==> config.mk <==
export PLATFORM = sky130hd
export DESIGN_NAME = iq_block_power_meter_unit
export DESIGN_NICKNAME = d
export VERILOG_FILES = /design/src/rtl/ibpm_pkg.sv /design/src/rtl/iq_block_power_meter_unit.sv /design/src/rtl/ibpm_ctrl.sv /design/src/rtl/ibpm_datapath.sv
export SDC_FILE = /design/constraint.sdc
export NUM_CORES = 2
export LEC_CHECK = 0
export ABC_AREA = 1
export BUFFER_PORTS_ARGS = -buffer_cell sky130_fd_sc_hd__buf_2
export CORE_MARGIN = 3
export CORE_UTILIZATION = 25
export CTS_CLUSTER_SIZE = 30
export DETAILED_ROUTE_END_ITERATION = 8
export PLACE_DENSITY = 0.38
export SYNTH_ARGS = -nofsm -noshare
export SYNTH_HDL_FRONTEND = slang
export SYNTH_HIERARCHICAL = 1
export SYNTH_SLANG_ARGS = --single-unit
==> constraint.sdc <==
create_clock -name clk -period 20.5 [get_ports clk]
set_input_delay 2.05 -clock clk [delete_from_list [all_inputs] [get_ports clk]]
set_output_delay 2.05 -clock clk [all_outputs]
set_load 0.02 [all_outputs]
==> src/rtl/ibpm_pkg.sv <==
// Package for the IQ block power meter: widths, controller states, command/status structs.
// No dependencies.
`timescale 1ns / 1ps
package ibpm_pkg;
  localparam int SampleW = 16;
  localparam int PowW    = 32;
  localparam int SumW    = 44;
  localparam int CntW    = 13;
  localparam int MaxBlock = 4096;
  localparam int DivW    = 64;

  typedef enum logic [2:0] {
    ST_ACC, ST_ROOT, ST_DIV1, ST_DIV2, ST_OUT
  } ibpm_state_t;

  typedef enum logic [1:0] {
    U_IDLE, U_DIV, U_SQRT
  } ibpm_unit_t;

  typedef enum logic [1:0] {
    JOB_MEAN, JOB_PEAK, JOB_INR, JOB_RDE
  } ibpm_job_t;

  typedef struct packed {
    logic acc;
    logic start_mean;
    logic start_inr;
    logic start_rde;
    logic load_out;
  } ibpm_cmd_t;

  typedef struct packed {
    logic closes;
    logic unit_done;
  } ibpm_sts_t;
endpackage

==> src/rtl/iq_block_power_meter_unit.sv <==
// IQ block power meter top level: threshold register, controller and datapath.
// Depends on ibpm_pkg, ibpm_ctrl, ibpm_datapath.
//
// channel  direction  handshake              payload
// in_      input      in_valid/in_ready      sample_i, sample_q, last_sample
// out_     output     out_valid/out_ready    metrics, rms, peak, block length
// cfg_     input      cfg_we                 rms_threshold
//
// One cycle per sample inside a block. A closing sample starts a block-end pass:
// a 64-step serial divider and two 16-step square roots share one unit.
// Reset clears accumulators, output valid and sets threshold to 328.
// Input stalls during the block-end pass, and longer while the previous result waits.
`timescale 1ns / 1ps
module iq_block_power_meter_unit import ibpm_pkg::*; (
  input  logic                      clk,
  input  logic                      rst_n,
  input  logic                      in_valid,
  output logic                      in_ready,
  input  logic signed [SampleW-1:0] in_sample_i,
  input  logic signed [SampleW-1:0] in_sample_q,
  input  logic                      in_last_sample,
  output logic                      out_valid,
  input  logic                      out_ready,
  output logic                      out_signal_present,
  output logic [15:0]               out_rms_level,
  output logic [31:0]               out_peak_power,
  output logic [22:0]               out_rc_metric,
  output logic [21:0]               out_lf_metric,
  output logic [14:0]               out_inr_metric,
  output logic [20:0]               out_rde_metric,
  output logic [12:0]               out_block_length,
  input  logic                      cfg_we,
  input  logic [15:0]               cfg_wdata
);
  logic [15:0] thr_r;
  ibpm_cmd_t cmd;
  ibpm_sts_t sts;

  always_ff @(posedge clk) begin
    if (!rst_n) thr_r <= 16'd328;
    else if (cfg_we) thr_r <= cfg_wdata;
  end

  ibpm_ctrl u_ctrl (
    .clk, .rst_n, .in_valid, .in_ready, .out_valid, .out_ready, .sts, .cmd
  );

  ibpm_datapath u_dp (
    .clk, .rst_n, .cmd, .sts, .in_sample_i, .in_sample_q, .in_last_sample,
    .thr(thr_r), .out_ready, .out_valid, .out_signal_present, .out_rms_level,
    .out_peak_power, .out_rc_metric, .out_lf_metric, .out_inr_metric,
    .out_rde_metric, .out_block_length
  );
endmodule

==> src/rtl/ibpm_ctrl.sv <==
// Controller state machine for the IQ block power meter.
// Depends on ibpm_pkg.
`timescale 1ns / 1ps
module ibpm_ctrl import ibpm_pkg::*; (
  input  logic      clk,
  input  logic      rst_n,
  input  logic      in_valid,
  output logic      in_ready,
  input  logic      out_valid,
  input  logic      out_ready,
  input  ibpm_sts_t sts,
  output ibpm_cmd_t cmd
);
  ibpm_state_t state_r, state_nxt;
  logic wait_r, wait_nxt;

  always_ff @(posedge clk) begin
    if (!rst_n) begin
      state_r <= ST_ACC;
      wait_r  <= 1'b0;
    end else begin
      state_r <= state_nxt;
      wait_r  <= wait_nxt;
    end
  end

  // wait_r: a unit command was issued, waiting for done
  always_comb begin
    state_nxt = state_r;
    wait_nxt  = wait_r;
    unique case (state_r)
      ST_ACC: if (in_valid && in_ready && sts.closes) begin
        state_nxt = ST_ROOT;
        wait_nxt  = 1'b0;
      end
      ST_ROOT, ST_DIV1, ST_DIV2: begin
        if (!wait_r) wait_nxt = 1'b1;
        else if (sts.unit_done) begin
          wait_nxt = 1'b0;
          state_nxt = (state_r == ST_ROOT) ? ST_DIV1 :
                      (state_r == ST_DIV1) ? ST_DIV2 : ST_OUT;
        end
      end
      ST_OUT: if (!out_valid || out_ready) state_nxt = ST_ACC;
      default: state_nxt = ST_ACC;
    endcase
  end

  always_comb begin
    cmd = '0;
    in_ready = 1'b0;
    unique case (state_r)
      ST_ACC: begin
        in_ready = 1'b1;
        cmd.acc  = in_valid;
      end
      ST_ROOT: cmd.start_mean = !wait_r;
      ST_DIV1: cmd.start_inr  = !wait_r;
      ST_DIV2: cmd.start_rde  = !wait_r;
      ST_OUT:  cmd.load_out   = !out_valid || out_ready;
      default: ;
    endcase
  end
endmodule

==> src/rtl/ibpm_datapath.sv <==
// Datapath for the IQ block power meter: accumulators, serial divider and root, output register.
// Depends on ibpm_pkg.
`timescale 1ns / 1ps
module ibpm_datapath import ibpm_pkg::*; (
  input  logic                    clk,
  input  logic                    rst_n,
  input  ibpm_cmd_t               cmd,
  output ibpm_sts_t               sts,
  input  logic signed [SampleW-1:0] in_sample_i,
  input  logic signed [SampleW-1:0] in_sample_q,
  input  logic                    in_last_sample,
  input  logic [15:0]             thr,
  input  logic                    out_ready,
  output logic                    out_valid,
  output logic                    out_signal_present,
  output logic [15:0]             out_rms_level,
  output logic [31:0]             out_peak_power,
  output logic [22:0]             out_rc_metric,
  output logic [21:0]             out_lf_metric,
  output logic [14:0]             out_inr_metric,
  output logic [20:0]             out_rde_metric,
  output logic [12:0]             out_block_length
);
  // stage 1: squares registered
  logic [16:0] mi, mq;
  logic [31:0] sq_i_r, sq_q_r;
  logic        sq_v_r, sq_last_r;
  logic [PowW:0] pw;
  logic [SumW-1:0] sum_r;
  logic [PowW-1:0] peak_r;
  logic [CntW-1:0] cnt_r, cnt_nxt;
  logic        blk_closes;
  logic        mean_go_r;
  logic        done_r;

  assign mi = in_sample_i[SampleW-1] ? 17'(-$signed({in_sample_i[SampleW-1], in_sample_i}))
                                     : {1'b0, in_sample_i};
  assign mq = in_sample_q[SampleW-1] ? 17'(-$signed({in_sample_q[SampleW-1], in_sample_q}))
                                     : {1'b0, in_sample_q};
  assign cnt_nxt = cnt_r + 1'b1;
  assign blk_closes = in_last_sample || (cnt_nxt == CntW'(MaxBlock));
  assign sts = '{closes: blk_closes, unit_done: done_r};

  always_ff @(posedge clk) begin
    sq_i_r <= 32'(mi * mi);
    sq_q_r <= 32'(mq * mq);
    sq_last_r <= cmd.acc && blk_closes;
  end

  assign pw = {1'b0, sq_i_r} + {1'b0, sq_q_r};

  // squares land in the next cycle; the closing sample's power lands in the first ST_ROOT cycle
  always_ff @(posedge clk) begin
    if (!rst_n) begin
      sq_v_r <= 1'b0;
      sum_r  <= '0;
      peak_r <= '0;
      cnt_r  <= '0;
    end else begin
      sq_v_r <= cmd.acc;
      if (sq_v_r) begin
        sum_r <= sum_r + SumW'(pw);
        if (pw[PowW-1:0] > peak_r) peak_r <= pw[PowW-1:0];
      end
      if (cmd.acc) cnt_r <= blk_closes ? cnt_r : cnt_nxt;
      if (cmd.load_out) begin
        sum_r <= '0;
        peak_r <= '0;
        cnt_r <= '0;
      end
    end
  end

  // block count includes the closing sample
  logic [CntW-1:0] n_r;
  always_ff @(posedge clk) if (sq_last_r) n_r <= cnt_r + 1'b1;

  // register the mean start so it waits until the closing sum and count settle
  always_ff @(posedge clk) begin
    if (!rst_n) mean_go_r <= 1'b0;
    else mean_go_r <= cmd.start_mean;
  end

  // shared iterative unit: restoring division; the mean job then takes square roots of mean and peak
  ibpm_unit_t u_r;
  logic [DivW-1:0] num_r, rem_r;
  logic [DivW-1:0] den_r;
  logic [DivW-1:0] quo_r;
  logic [6:0] it_r;
  ibpm_job_t job_r;
  logic [DivW:0] trial;
  logic [15:0] rms_r, rpk_r;
  logic [31:0] sq_val_r;
  logic [15:0] sq_res_r;
  logic [4:0]  sq_it_r;
  logic [32:0] sq_rem_r;
  logic [32:0] sq_trial;
  logic [31:0] inr_r, rde_r;

  assign trial = {rem_r, num_r[DivW-1]} - {1'b0, den_r};
  assign sq_trial = {sq_rem_r[30:0], sq_val_r[31:30]} - {15'd0, sq_res_r, 2'b01};

  always_ff @(posedge clk) begin
    if (!rst_n) begin
      u_r <= U_IDLE;
      done_r <= 1'b0;
      job_r <= JOB_MEAN;
    end else begin
      done_r <= 1'b0;
      unique case (u_r)
        U_IDLE: begin
          if (mean_go_r) begin
            num_r <= DivW'(sum_r); den_r <= DivW'(n_r); job_r <= JOB_MEAN;
            rem_r <= '0; quo_r <= '0; it_r <= 7'(DivW); u_r <= U_DIV;
          end else if (cmd.start_inr) begin
            num_r <= DivW'(rms_r) * DivW'(25600); den_r <= DivW'(rpk_r);
            job_r <= JOB_INR; rem_r <= '0; quo_r <= '0; it_r <= 7'(DivW); u_r <= U_DIV;
          end else if (cmd.start_rde) begin
            num_r <= DivW'(peak_r) * DivW'(n_r) * DivW'(256); den_r <= DivW'(sum_r);
            job_r <= JOB_RDE; rem_r <= '0; quo_r <= '0; it_r <= 7'(DivW); u_r <= U_DIV;
          end
        end
        U_DIV: begin
          if (!trial[DivW]) begin
            rem_r <= trial[DivW-1:0];
            quo_r <= {quo_r[DivW-2:0], 1'b1};
          end else begin
            rem_r <= {rem_r[DivW-2:0], num_r[DivW-1]};
            quo_r <= {quo_r[DivW-2:0], 1'b0};
          end
          num_r <= {num_r[DivW-2:0], 1'b0};
          it_r <= it_r - 1'b1;
          if (it_r == 7'd1) begin
            u_r <= U_SQRT;
            sq_it_r <= 5'd16; sq_res_r <= '0; sq_rem_r <= '0;
            if (job_r == JOB_MEAN) begin
              sq_val_r <= !trial[DivW] ? 32'({quo_r[DivW-2:0], 1'b1}) :
                                          32'({quo_r[DivW-2:0], 1'b0});
            end else begin
              u_r <= U_IDLE; done_r <= 1'b1;
              if (job_r == JOB_INR)
                inr_r <= (den_r == '0) ? '0 : (!trial[DivW] ? 32'({quo_r[DivW-2:0], 1'b1})
                                                            : 32'({quo_r[DivW-2:0], 1'b0}));
              else
                rde_r <= (den_r == '0) ? '0 : (!trial[DivW] ? 32'({quo_r[DivW-2:0], 1'b1})
                                                            : 32'({quo_r[DivW-2:0], 1'b0}));
            end
          end
        end
        U_SQRT: begin
          sq_val_r <= {sq_val_r[29:0], 2'b00};
          if (!sq_trial[32]) begin
            sq_rem_r <= sq_trial; sq_res_r <= {sq_res_r[14:0], 1'b1};
          end else begin
            sq_rem_r <= {sq_rem_r[30:0], sq_val_r[31:30]}; sq_res_r <= {sq_res_r[14:0], 1'b0};
          end
          sq_it_r <= sq_it_r - 1'b1;
          if (sq_it_r == 5'd1) begin
            if (job_r == JOB_MEAN) begin
              rms_r <= !sq_trial[32] ? {sq_res_r[14:0], 1'b1} : {sq_res_r[14:0], 1'b0};
              job_r <= JOB_PEAK;
              sq_it_r <= 5'd16; sq_res_r <= '0; sq_rem_r <= '0; sq_val_r <= peak_r;
            end else begin
              rpk_r <= !sq_trial[32] ? {sq_res_r[14:0], 1'b1} : {sq_res_r[14:0], 1'b0};
              u_r <= U_IDLE; done_r <= 1'b1;
            end
          end
        end
        default: u_r <= U_IDLE;
      endcase
    end
  end

  // output register
  always_ff @(posedge clk) begin
    if (!rst_n) out_valid <= 1'b0;
    else if (cmd.load_out) out_valid <= 1'b1;
    else if (out_ready) out_valid <= 1'b0;
  end

  always_ff @(posedge clk) begin
    if (cmd.load_out) begin
      out_signal_present <= rms_r > thr;
      out_rms_level      <= rms_r;
      out_peak_power     <= peak_r;
      out_rc_metric      <= 23'(rms_r * 7'd100);
      out_lf_metric      <= 22'(rms_r * 6'd50);
      out_inr_metric     <= inr_r[14:0];
      out_rde_metric     <= rde_r[20:0];
      out_block_length   <= n_r;
    end
  end
endmodule

## Word-level counts from Yosys, hierarchy flattened

Index checks and enable logic that the tools add are counted.

- Flip-flop bits (word level): 697
- Output and inout port bits: 145
- Word-level logic and storage cells: 192

- $lt $le $gt $ge: 2
- Reduce and logical (&&, ||, !) cells: 35
- $add $sub $neg: 9
- Bitwise logic cells: 4
- Multiply operators: 6
- Equal/unequal tests: 20
- Mux-type cells: 77

Operators by type and width:

| cell | count |
|---|---|
| 2-to-1 mux 64 bit | 7 |
| case mux 64 bit (2 select lines) | 2 |
| 2-to-1 mux 32 bit | 4 |
| 2-to-1 mux 31 bit | 4 |
| case mux 31 bit (2 select lines) | 2 |
| subtractor 65 x 44 -> 65 bit | 1 |
| logical NOT 64 bit | 1 |
| multiplier 17 x 17 -> 32 bit | 2 |
| 2-to-1 mux 16 bit | 4 |
| case mux 32 bit (2 select lines) | 1 |
| multiplier 16 x 5 -> 21 bit, second input constant | 3 |
| multiplier 32 x 13 -> 45 bit | 1 |
| adder 44 x 33 -> 44 bit | 1 |
| 2-to-1 mux 44 bit | 1 |
| 2-to-1 mux 17 bit | 2 |
| negator 16 -> 17 bit | 2 |
| adder 32 x 32 -> 33 bit | 1 |
| subtractor 33 x 18 -> 33 bit | 1 |
| > comparator 32 bit | 1 |
| case mux 16 bit (2 select lines) | 1 |
| 2-to-1 mux 2 bit | 12 |
| AND reduction 4 bit | 6 |
| 2-to-1 mux 21 bit | 1 |
| 2-to-1 mux 7 bit | 3 |
| 38 further kinds | 89 |

## Depth between registers and ports, before layout

- Depth in word-level cells: 6
- Depth in mapped cells: 34

## By module

The synthesis kept the hierarchy.

Modules (own cells, without submodules):

| module | cells an instance | area an instance (µm²) | sequential area each (µm²) | times used |
|---|---|---|---|---|
| ibpm_datapath | 8,889 | 69,014.9 | 17,947.2 | 1 |
| iq_block_power_meter_unit | 96 | 665.6 | 320.3 | 1 |
| ibpm_ctrl | 49 | 315.3 | 80.1 | 1 |

## Least setup slack after synthesis

No wires, ideal clock.

- Kind: input port to flip-flop
- Start point: input rst_n
- End point: register u_dp.it_r[0], enable pin
- Slack: 5.167 ns
- Arrival: 14.396 ns
- Cell stages on the path: 2
- Cell sequence: clkinv_1 a211oi_1

- Cells in the longest elaborated chain, start to end: 1

RTL lines:

| what | RTL line | source |
|---|---|---|
| start, declared | iq_block_power_meter_unit.sv:16 | `input logic rst_n,` |
| AND reduction 3 bit (no line) | - |  |
| end signal, assigned | ibpm_datapath.sv:132 | `it_r <= it_r - 1'b1;` |
| end, declared | ibpm_datapath.sv:89 | `logic [6:0] it_r;` |

No other way between the ends.
A chain may end at the register's enable or synchronous reset.

## Worst setup path in the final report

- Start point: input in_sample_i[0]
- End point: register u_dp.sq_i_r[28]

- Cells in the longest elaborated chain, start to end: 3

RTL lines:

| what | RTL line | source |
|---|---|---|
| start, declared | iq_block_power_meter_unit.sv:19 | `input logic signed [SampleW-1:0] in_sample_i,` |
| negator 16 -> 17 bit | ibpm_datapath.sv:36 | `assign mi = in_sample_i[SampleW-1] ? 17'(-$signed({in_sample_i[SampleW-1], in_sample_i}))` |
| 2-to-1 mux 17 bit * | ibpm_datapath.sv:36 |  |
| multiplier 17 x 17 -> 32 bit * | ibpm_datapath.sv:45 | `sq_i_r <= 32'(mi * mi);` |
| end signal, assigned | ibpm_datapath.sv:45 |  |
| end, declared | ibpm_datapath.sv:26 | `logic [31:0] sq_i_r, sq_q_r;` |

Mark *: on every way between the ends. The rest lies on a longest branch, timed or not.

==> impl_metrics.json <==
{
  "skew_ns": 0.0532,
  "yosysWarnings": 6,
  "fmax_ghz": 0.115,
  "routed_wl_mm": 240,
  "grt-ovfl-total": 0,
  "die_area_mm2": 0.286,
  "synth_mux_area_share_pct": 0,
  "dp_slack_ns": 11.13,
  "drc": 0,
  "cp.required_ns": 21.06,
  "syn_area_per_cell_um2": 7.75,
  "gp_congestion": 0.896,
  "cts_resized": 0,
  "drive_above_1_share_pct": 5.44,
  "cts_setup_buffers": 0,
  "timing.final.crit_share_pct": 42.5,
  "rows": 193,
  "root_buffer": "clkbuf_16",
  "slowest_stage": "inv_1",
  "synth.most_common_cell": "nand2_1",
  "port_buffers": 195,
  "grt_pass1_wl_mm": 368,
  "start_kind": "input pin",
  "area_growth_pct": 11.9,
  "synth_top_family_by_area": "adder cells",
  "synth_top_cells_by_area": "edfxtp_1 21%, fa_1 21%, nand2_1 11%",
  "ys_types": 60,
  "dp_hpwl_mm": 195,
  "setup_ws_ns": 11.79,
  "drv_slew": 0,
  "hold_buffers": 0,
  "drtIter0Drc": 2977,
  "cts_sinks": 671,
  "route.vias.total": 56638,
  "slew_headroom_pct": 21.4,
  "initial_utilization_pct": 25.2,
  "min_path_type": "reg2reg",
  "ys_seq_elements": 671,
  "clock_latency_ns": 0.72,
  "synth_compound_area_share_pct": 7.51,
  "status": "finished, final reports clean",
  "die_w_um": 535,
  "routedWlPerCell_um": 18.5,
  "max_stage_delay_ns": 0.55,
  "placed_cells": 12827,
  "clock_path_buffers": 3,
  "io_pins": 199,
  "fin_nets": 10509,
  "die_y_um": 535,
  "cts-buffers-inserted": 87,
  "synthXorXnorAreaFrac_pct": 2.39,
  "worst-path-max-fanout": 15,
  "synth_edf_count": 491,
  "tightestPinTransition_ns": 1.18,
  "fin_crit_ns": 8.71,
  "cpMostUsedCell": "inv_1",
  "grt_pass1_vias": 59644,
  "synth_top_area_cell": "edfxtp_1",
  "syn_inst": 9034,
  "arrival_ns": 9.27,
  "worst_setup_path_end_kind": "flip-flop",
  "grt_max_degree": 134,
  "async_flop_share_pct": 0,
  "route.antenna.remaining_nets": 0,
  "synth.top_cell.area_share_pct": 21.1,
  "final_cells": 12994,
  "setup_violations": 0,
  "drv_cap": 0,
  "path_class": "in2reg",
  "yosys.area_share.simple_pct": 20.9,
  "tns_ns": 0,
  "core_mm2": 0.277,
  "synthAdderAreaFrac_pct": 30.0,
  "final_hold_viol_count": 0,
  "clk_pin_slew_ns": 0.06,
  "grt_usage_pct": 16.7,
  "ys_seq_area_share_pct": 26.2,
  "vias_per_cell": 4.36,
  "htree_levels": 3,
  "antenna_found_initial": 7,
  "drtPass1Iterations": 6,
  "rsz0062_at_grt": "no",
  "synth_common_cells": "2,128 x nand2_1, 2,072 x inv_1, 944 x nor2_1, 724 x fa_1, 520 x ha_1",
  "cts_tree": "built",
  "synth_area_mm2": 0.0700,
  "utilization_pct": 28.2,
  "synthFlopType": "edfxtp_1"
}
[state kept, by name, indices dropped and copies added (netlist names), 32 cells and up]
signal               flops
u_dp/den_r              44
u_dp/num_r              64
u_dp/out_peak_power     32
u_dp/peak_r             32
u_dp/rem_r              64
u_dp/sq_val_r           32
u_dp/sum_r              44
[layout by cell type (no fill, tap or decap), types with 23 or more instances in the layout]
master     count
a211oi_1      23
a21oi_1      490
buf_2        195
buf_4         77
clkbuf_16     89
conb_1        71
dfxtp_1      178
edfxtp_1     491
fa_1         724
ha_1         519
inv_1       2071
nand2_1     2127
nand3_1      303
nand3b_1      29
nand4_1       57
nor2_1       940
nor3_1        57
nor4_1        31
o211ai_1      29
o21a_1        35
o21ai_0      283
o21bai_1      25
xnor2_1       50
xor2_1       134
[cells by family after synthesis]
| kind of cell | count (synthesis) |
|---|---|
| flip-flops | 671 |
| AO/OA/AOI/OAI | 957 |
| buffers and inverters | 2345 |
| XOR/XNOR | 187 |
| adder cells (fa/ha/maj) | 1244 |
| AND/OR/NAND/NOR | 3628 |
| other | 2 |
[cell type report]
type / count / area, um^2
Tap cell: 3705 / 4640
Antenna cell: 5 / 12.5
Inverter: 2091 / 7850
Clock inverter: 53 / 621
Multi-Input combinational cell: 6087 / 42900
Sequential cell: 671 / 18400
Timing Repair Buffer: 273 / 1570
Clock buffer: 109 / 2330
Fill cell: 30539 / 199000
[path summary, 6_finish.rpt]
check	start	endpoint	slack, ns	cells past startpoint
setup / recovery	in_sample_i[0]	u_dp/sq_i_r[28]$_DFF_P_	11.79	29
hold / removal	u_dp/rde_r[2]$_DFFE_PP_	u_dp/out_rde_metric[2]$_DFFE_PP_	0.42	0
setup reg to reg	u_dp/n_r[11]$_DFFE_PP_	u_dp/num_r[27]$_DFFE_PP_	13.80	19
hold reg to reg	u_dp/rde_r[2]$_DFFE_PP_	u_dp/out_rde_metric[2]$_DFFE_PP_	0.42	0
[metrics by stage]
step | instance area (um^2) | hold slack (ns)
floorplan | 70300 | 0.400
global placement | 75300 | 0.402
detailed placement | 75300 | 0.405
CTS | 78300 | 0.419
global route | 78300 | 0.424
finish | 78300 | 0.417
[critical path, delay by kind of cell]
| kind | cells | cell delay (ns) |
|---|---|---|
| adder cells (fa/ha/maj) | 8 | 3.52 |
| buffers and inverters | 10 | 1.49 |
| XOR/XNOR | 1 | 0.13 |
| AND/OR/NAND/NOR | 8 | 1.82 |
| AO/OA/AOI/OAI | 2 | 0.22 |
[per-layer routing]
layer | global-route usage [%] | share of wire, % | vias to the layer above
li1 | - | - | 27948
met1 | 21.2 | 44 | 27529
met2 | 30.2 | 50 | 933
met3 | 1.89 | 3.4 | 226
met4 | 3.56 | 2.1 | 2
met5 | 0 | 0.0054 | -
Power is left out: the tool's default activity adds up to more than one toggle a clock period on the data nets, which glitch-free logic cannot reach.
